<file path="config.mk">
export PLATFORM = sky130hd
export DESIGN_NAME = cst_ctrl
export DESIGN_NICKNAME = d
export VERILOG_FILES = /design/src/cst_pkg.sv /design/src/cst_ctrl.sv
export SDC_FILE = /design/constraint.sdc
export NUM_CORES = 1
export LEC_CHECK = 0
export ABC_CLOCK_PERIOD_IN_PS = 1100
export BUFFER_PORTS_ARGS = -buffer_cell sky130_fd_sc_hd__buf_2
export CORE_AREA = 2 2 39 41
export DETAILED_ROUTE_END_ITERATION = 7
export DIE_AREA = 0 0 41 43
export PLACE_DENSITY = 0.38
export SLEW_MARGIN = 10
export SYNTH_ARGS = -nofsm -noshare
export SYNTH_HDL_FRONTEND = slang
export SYNTH_SLANG_ARGS = --single-unit
export TNS_END_PERCENT = 1
</file>
<file path="constraint.sdc">
create_clock -name clk -period 1.1 [get_ports clk]
set_clock_uncertainty 0.15 [all_clocks]
set_input_delay 0.055 -clock clk [delete_from_list [all_inputs] [get_ports clk]]
set_output_delay 0.055 -clock clk [all_outputs]
set_load 0.02 [all_outputs]
</file>
<file path="src/cst_pkg.sv">
`default_nettype none
// ----------------------------------------------------------------------------
// cst_pkg - shared types and constants for the counting semaphore table
// Field widths, opcodes, default table sizes and the command/status bundles
// that run between the controller and the datapath.
// ----------------------------------------------------------------------------
package cst_pkg;

  // Payload field widths
  localparam int unsigned OPCODE_W = 2;
  localparam int unsigned PID_W    = 8;
  localparam int unsigned SEM_ID_W = 6;
  localparam int unsigned COUNT_W  = 16;

  // Default table sizes
  localparam int unsigned DEF_NUM_SEMS  = 64;
  localparam int unsigned DEF_NUM_PROCS = 16;

  // Count saturation limits
  localparam logic signed [COUNT_W-1:0] COUNT_MAX = 16'sh7FFF;
  localparam logic signed [COUNT_W-1:0] COUNT_MIN = 16'sh8000;

  typedef enum logic [OPCODE_W-1:0] {
    OP_ALLOC  = 2'd0,
    OP_WAIT   = 2'd1,
    OP_SIGNAL = 2'd2
  } opcode_t;

  // Controller to datapath
  typedef struct packed {
    logic load;      // capture the input beat and read its table row
    logic exec;      // commit the row update and ring access
    logic out_load;  // load the output register
    logic out_wake;  // output register takes the dequeued waiter
  } cst_cmd_t;

  // Datapath to controller
  typedef struct packed {
    logic wake_req;  // current operation dequeues a waiter
  } cst_stat_t;

endpackage
`default_nettype wire

</file>
<file path="src/cst_ctrl.sv">
`default_nettype none
// ----------------------------------------------------------------------------
// cst_ctrl - operation sequencer
// Accepts one request beat at a time, steps it through the row update and,
// for a signal that wakes a waiter, the ring read, then hands the result to
// the output register once that register is free.
// ----------------------------------------------------------------------------
module cst_ctrl (
  input  wire logic               clk,
  input  wire logic               rst_n,
  input  wire logic               in_valid,
  output logic                    in_ready,
  output logic                    out_valid,
  input  wire logic               out_ready,
  input  wire cst_pkg::cst_stat_t stat,
  output cst_pkg::cst_cmd_t       cmd
);
  import cst_pkg::*;

  typedef enum logic [2:0] {
    ST_IDLE = 3'b001,
    ST_EXEC = 3'b010,
    ST_WAKE = 3'b100
  } state_t;

  state_t state_r, state_nxt;
  logic   out_valid_r, out_valid_nxt;
  logic   out_free;

  // Output register can take a beat this cycle
  assign out_free = !out_valid_r || out_ready;

  // Next state and commands
  always_comb begin
    state_nxt = state_r;
    cmd       = '0;
    in_ready  = 1'b0;
    unique case (state_r)
      ST_IDLE: begin
        in_ready = 1'b1;
        if (in_valid) begin
          cmd.load  = 1'b1;
          state_nxt = ST_EXEC;
        end
      end
      ST_EXEC: begin
        if (out_free) begin
          cmd.exec = 1'b1;
          if (stat.wake_req) begin
            state_nxt = ST_WAKE;
          end else begin
            cmd.out_load = 1'b1;
            state_nxt    = ST_IDLE;
          end
        end
      end
      ST_WAKE: begin
        if (out_free) begin
          cmd.out_load = 1'b1;
          cmd.out_wake = 1'b1;
          state_nxt    = ST_IDLE;
        end
      end
      default: begin
        state_nxt = ST_IDLE;
      end
    endcase
  end

  // Hold the result beat until the sink takes it
  always_comb begin
    out_valid_nxt = out_valid_r;
    if (cmd.out_load) begin
      out_valid_nxt = 1'b1;
    end else if (out_ready) begin
      out_valid_nxt = 1'b0;
    end
  end

  always_ff @(posedge clk) begin
    if (!rst_n) begin
      state_r     <= ST_IDLE;
      out_valid_r <= 1'b0;
    end else begin
      state_r     <= state_nxt;
      out_valid_r <= out_valid_nxt;
    end
  end

  assign out_valid = out_valid_r;

endmodule
`default_nettype wire

</file>
==> results of run 1 <==
-- worst max-delay path, delay by kind of cell, from the launching register on --
family / cells / cell delay [ns]
buf+inv: 2 / 0.28
flops: 1 / 0.33
simple gates: 2 / 0.31
-- kinds of logic after synthesis --
kind of cell           count (synthesis)  share of synthesized area
flip-flops                             4                      0.315
AND/OR/NAND/NOR                       18                      0.498
AO/OA/AOI/OAI                          5                      0.143
buffers and inverters                  2                     0.0443
-- registers in the layout (all words and copies together), names as in the netlist --
| name | cells |
|---|---|
| out_valid | 1 |
| state_r | 3 |
-- synth_stat cells --
cell type,instances,area [µm²]
a21oi_2,1,8.76
a31oi_1,1,6.26
and2b_4,1,10.0
and3b_2,1,10.0
buf_4,1,7.51
dfxtp_1,4,80.1
inv_2,1,3.75
nand2_1,2,7.51
nand2b_1,3,18.8
nand2b_2,1,8.76
nand3b_1,1,7.51
nor3_1,5,25.0
nor3b_1,2,15.0
nor4b_2,1,15.0
o21a_1,1,7.51
o21ai_1,1,5.00
o311ai_1,1,8.76
or3b_1,1,8.76
-- per-stage QoR --
stage / util / TNS, ns / cell area [µm²] / setup slack, ns
3_3_place_gp: 0.284 / -0.390 / 393 / -0.0833
3_5_place_dp: 0.284 / -0.441 / 393 / -0.0960
6_report: 0.335 / -1.51 / 463 / -0.286
2_1_floorplan: - / -0.440 / 285 / -0.128
5_1_grt: 0.335 / -2.01 / 463 / -0.364
4_1_cts: 0.335 / -1.60 / 463 / -0.296
-- final cells by class --
type                       count  area (µm²)
fill                         159         921
sequential                     4        90.1
multi-input combinational     23         194
clock buffer                   4        26.3
timing repair buffer          18         126
tap                           16        20.0
inverter                       1        6.26
-- worst min-delay path by stage --
stage	from	to	slack (ns)	cells past startpoint
after floorplan	rst_n	state_r[0]	-0.02	1
after global placement	rst_n	state_r[0]	0.13	2
after detailed placement	rst_n	state_r[0]	0.13	2
after CTS	stat	out_valid	0.02	3
after global routing	stat	state_r[2]	0.02	3
final	stat	out_valid	0.02	3
-- layout by cell type, fill, tap and decap left out, drive strengths merged --
cell type     n
a21oi         1
a31oi         1
and2b         1
and3b         1
buf          16
clkbuf        4
dfxtp         4
dlygate4sd3   2
inv           1
nand2         2
nand2b        4
nand3b        1
nor3          5
nor3b         2
nor4b         1
o21a          1
o21ai         1
o311ai        1
or3b          1
-- power groups by stage --
stage	combinational, mW	sequential, mW	clock [mW]
2_1_floorplan	0.0509	0.165	0
3_3_place_gp	0.0916	0.159	0
3_5_place_dp	0.0909	0.159	0
4_1_cts	0.102	0.157	0.210
5_1_grt	0.107	0.158	0.241
6_report	0.100	0.157	0.210
-- timing repair --
action / 4_1_cts / 5_1_grt
gates resized for setup: 6 / 0
pin swaps: 1 / 0
hold endpoints to repair: 4 / 0
endpoints found under the setup margin: 8 / 8
hold buffers: 2 / 0
-- routing by layer --
layer,track usage,up-vias
met5,0,-
met4,0.0800,0
met3,0.0628,3
met2,0.144,10
met1,0.118,134
li1,-,147
==> flow_summary.toml, run 1 <==
[global_routing]
grt_pass1_vias = 299
grt_pass1_wl_um = 1200
grt_max_degree = 7
track_usage = 0.107
antenna_found_initial = 0
overflow = 0

[timing]
max_freq_mhz = 722
hold_violations = 0
max-slew-margin-rel = 0.854
layout_min_cycle_time_ns = 1.39
tightest_slew_ns = 0.216
maxSlewViolCount = 0
hold_ws_ns = 0.0169
finalSetupViolCount = 8
min_period_over_period = 1.26
rsz0062_at_grt = "yes"
layout_setup_ws_ns = -0.286

[power]
seqPwrFrac = 0.336
intPower_mw = 0.339
vdd_ir_drop_max_uv = 444
sw_frac_of_total = 0.273
clkPwrFrac = 0.450
power_density_nw_per_um2 = 1010
leakagePower_nw = 0.185
p_sw_mw = 0.127
power.share.combinational = 0.214
total_power_mw = 0.467

[routing]
detail_route.iter0.violations = 0
wl_um = 710
drcViolationCount = 0
wl_met2_um = 325
wl_met3_um = 66
vias = 294
wl_per_cell_um = 10.8
vias_per_cell = 4.45
drtPass1Iterations = 1
wirelength_met1_um = 296
topRoutingLayerUsed = "met4"
postRouteAntennaNets = 0

[worst_hold_path]
hold_path.class = "input port to register"

[floorplanning]
die_width_um = 41
die_h_um = 43
io_pins = 11
dieArea_um2 = 1760
start_util = 0.184
core_um2 = 1380
fp-row-count = 14

[finish]
final_nets = 56
diodes = 0
final_cell_count_no_fill = 66
syn2layout_area_growth_pct = 82.3
drive_gt1_frac = 0.640

[place]
post-dp-hpwl_um = 545
place.gp.congestion = 0.713
placement.io_buffers = 10
placedCellCount = 60

[logic_synthesis]
synth_area_per_cell_um2 = 8.76
synthesis.nets = 34
ys_seq_area_frac = 0.315
yosysUniqueCellTypes = 18
synthCells = 29
yosys_warnings = 0
ys_seq_elements = 4
syn_area_um2 = 254

[worst_setup_path]
critPathLaunch = "out_valid"
crit_fanout = 6
reg2reg_depth = 3
worstPathArrival_ns = 1.18
reg2reg_slack_ns = -0.10
critPathSlowestCell = "dfxtp_4"
rr_startpoint = "state_r[2]"
path_class = "register to output pin"
worst-endpoint-required_ns = 0.89
critPathLaunchType = "register"
worst_r2r_endpoint = "state_r[2]"
setup.worst_path.end_class = "output pin"
crit_path_max_incr_delay_ns = 0.33
crit_end = "cmd[1]"
cp_cell_sequence = "and2b_4 -> buf_6 -> nor3_2 -> buf_4"

[cts]
cts_setup_buffers = 0
cts_tree = "yes"
cts_buffers = 3
clk_latency_ns = 0.25
cts_buffer_depth = 2
cts-root-buf = "clkbuf_4"
clkSinkCount = 4
htreeDepth = 1
cts.clk_slew.worst_paths_ns = 0.05

[run_status]
status = "finished with violations"
violations = "setup timing"

[job]
max_cap_viol_count = 0
Power figures use the tool's default switching activity.
==> inputs of run 2 (changes only) <==
--- a/config.mk
+++ b/config.mk
@@ -6,11 +6,12 @@
 export NUM_CORES = 1
 export LEC_CHECK = 0
 export ABC_CLOCK_PERIOD_IN_PS = 1100
-export BUFFER_PORTS_ARGS = -buffer_cell sky130_fd_sc_hd__buf_2
+export BUFFER_PORTS_ARGS = -buffer_cell sky130_fd_sc_hd__buf_4
 export CORE_AREA = 2 2 39 41
 export DETAILED_ROUTE_END_ITERATION = 7
 export DIE_AREA = 0 0 41 43
 export PLACE_DENSITY = 0.38
+export SETUP_SLACK_MARGIN = 0.5
 export SLEW_MARGIN = 10
 export SYNTH_ARGS = -nofsm -noshare
 export SYNTH_HDL_FRONTEND = slang
==> run 2 against run 1 <==
Compared with the run above: the flow finishes with violations (hold timing, setup timing); global-route usage up 0.43 points; hold slack worse by 0.13 ns; utilization up 2.1 points; clock-buffer cell count unchanged; critical path depth unchanged; critical path type unchanged; largest power group unchanged; highest routed layer unchanged.
==> flow_summary.toml, run 2 (synthesis gave the netlist of run 1 again) <==
[floorplanning]
die_h_um = 43
fp-row-count = 14
io_pins = 11
dieArea_um2 = 1760
start_util = 0.184
die_width_um = 41
core_um2 = 1380

[finish]
diodes = 0
largest_register_ffs = 3
final_cell_mix = "buf_4, buf_6, nor3_2, clkbuf_4"
top_register = "state_r"
final_nets = 56
fill_cells = 154
drive_gt1_frac = 0.700
syn2layout_area_growth_pct = 93.6
layout_commonest_cell = "buf_4"

[timing]
max_freq_mhz = 720
hold_ws_ns = -0.109
finalSetupViolCount = 8
maxSlewViolCount = 0
min_period_over_period = 1.26
hold_violations = 4
max-slew-margin-rel = 0.835
rsz0062_at_grt = "yes"
layout_min_cycle_time_ns = 1.39
layout_setup_ws_ns = -0.289
tightest_slew_ns = 0.243
setup_tns_ns = -1.51

[global_routing]
overflow = 0
grt_pass1_vias = 331
track_usage = 0.111
antenna_found_initial = 0
grt_pass1_wl_um = 1280
grt_max_degree = 7

[worst_setup_path]
critPathSlowestCell = "dfxtp_2"
crit_fanout = 3
rr_startpoint = "state_r[2]"
critPathLaunchType = "register"
worstPathArrival_ns = 1.18
cp_top_family = "flip-flops"
crit_path_max_incr_delay_ns = 0.33
path_buf_inv = 1
critPathLaunch = "state_r[2]"
worst-endpoint-required_ns = 0.89
setup.worst_path.end_class = "output pin"
path_class = "register to output pin"
cp_cell_sequence = "nand2b_4 -> o21a_1 -> nor3_2 -> buf_4"

[cts]
cts.clk_slew.worst_paths_ns = 0.04
clkSinkCount = 4
cts_tree = "yes"
cts-root-buf = "clkbuf_4"
cts_setup_buffers = 0
htreeDepth = 1
clk_latency_ns = 0.25
cts_buffers = 3
cts_buffer_depth = 2

[run_status]
status = "finished with violations"
violations = "hold timing, setup timing"

[routing]
drcViolationCount = 0
vias_per_cell = 4.39
wl_um = 761
postRouteAntennaNets = 0
detail_route.iter0.violations = 0
wl_per_cell_um = 11.5
drtPass1Iterations = 1
vias = 290

[place]
placement.io_buffers = 10
place.gp.congestion = 0.666

[power]
vdd_ir_drop_max_uv = 484
power_density_nw_per_um2 = 985
leakagePower_nw = 0.194
total_power_mw = 0.484

[worst_hold_path]
hold_path.class = "input port to register"
min_from = "rst_n"

[job]
max_cap_viol_count = 0
## run 2: metal layers
metal | track usage | share of wire
met2 | 0.178 | 0.52
met3 | 0.0366 | 0.084
met4 | 0.0800 | 0.021
met5 | 0 | 0
met1 | 0.113 | 0.37
## run 2: area by class of cell
cell class                      instances  area (µm²)  share of cell area
Inverter                                1        6.26              0.0127
Timing Repair Buffer                   18         150               0.305
Tap cell                               16        20.0              0.0407
Multi-Input combinational cell         23         199               0.405
Sequential cell                         4        90.1               0.183
Clock buffer                            4        26.3              0.0534
## run 2: through the flow
stage / setup slack (ns) / util / hold WS, ns / cells / instance area, µm²
floorplan: -0.128 / - / -0.0174 / 29 / 285
detailed placement: -0.0788 / 0.313 / 0.152 / 62 / 433
global route: -0.353 / 0.355 / -0.100 / 66 / 492
global placement: -0.0913 / 0.313 / 0.133 / 62 / 433
finish: -0.289 / 0.355 / -0.109 / 66 / 492
CTS: -0.291 / 0.350 / -0.106 / 66 / 484
## run 2: final timing paths
check | to | slack [ns] | depth (start not counted)
worst min register to register | state_r[1] | 0.45 | 2
worst max register to register | state_r[2] | -0.11 | 3
worst min-delay path | state_r[0] | -0.11 | 2
worst max-delay path | cmd[1] | -0.29 | 4
## run 2: power by group
part,internal (mW),switching (mW),total [mW]
clock network,0.137,0.0764,0.214
registers,0.150,0.00752,0.157
logic,0.0631,0.0502,0.113
total,0.350,0.134,0.484
## run 2: worst reg2reg max path, cell delays in order (launching register included)
cell and delay, ns:
dfxtp_2 0.33, nand2b_4 0.15, or3b_1 0.39, a21oi_2 0.11
## run 2: what timing repair did
action	4_1_cts	5_1_grt
hold endpoints to repair	4	4
pin swaps	1	1
endpoints found under the setup margin	10	10
resized for setup	5	2
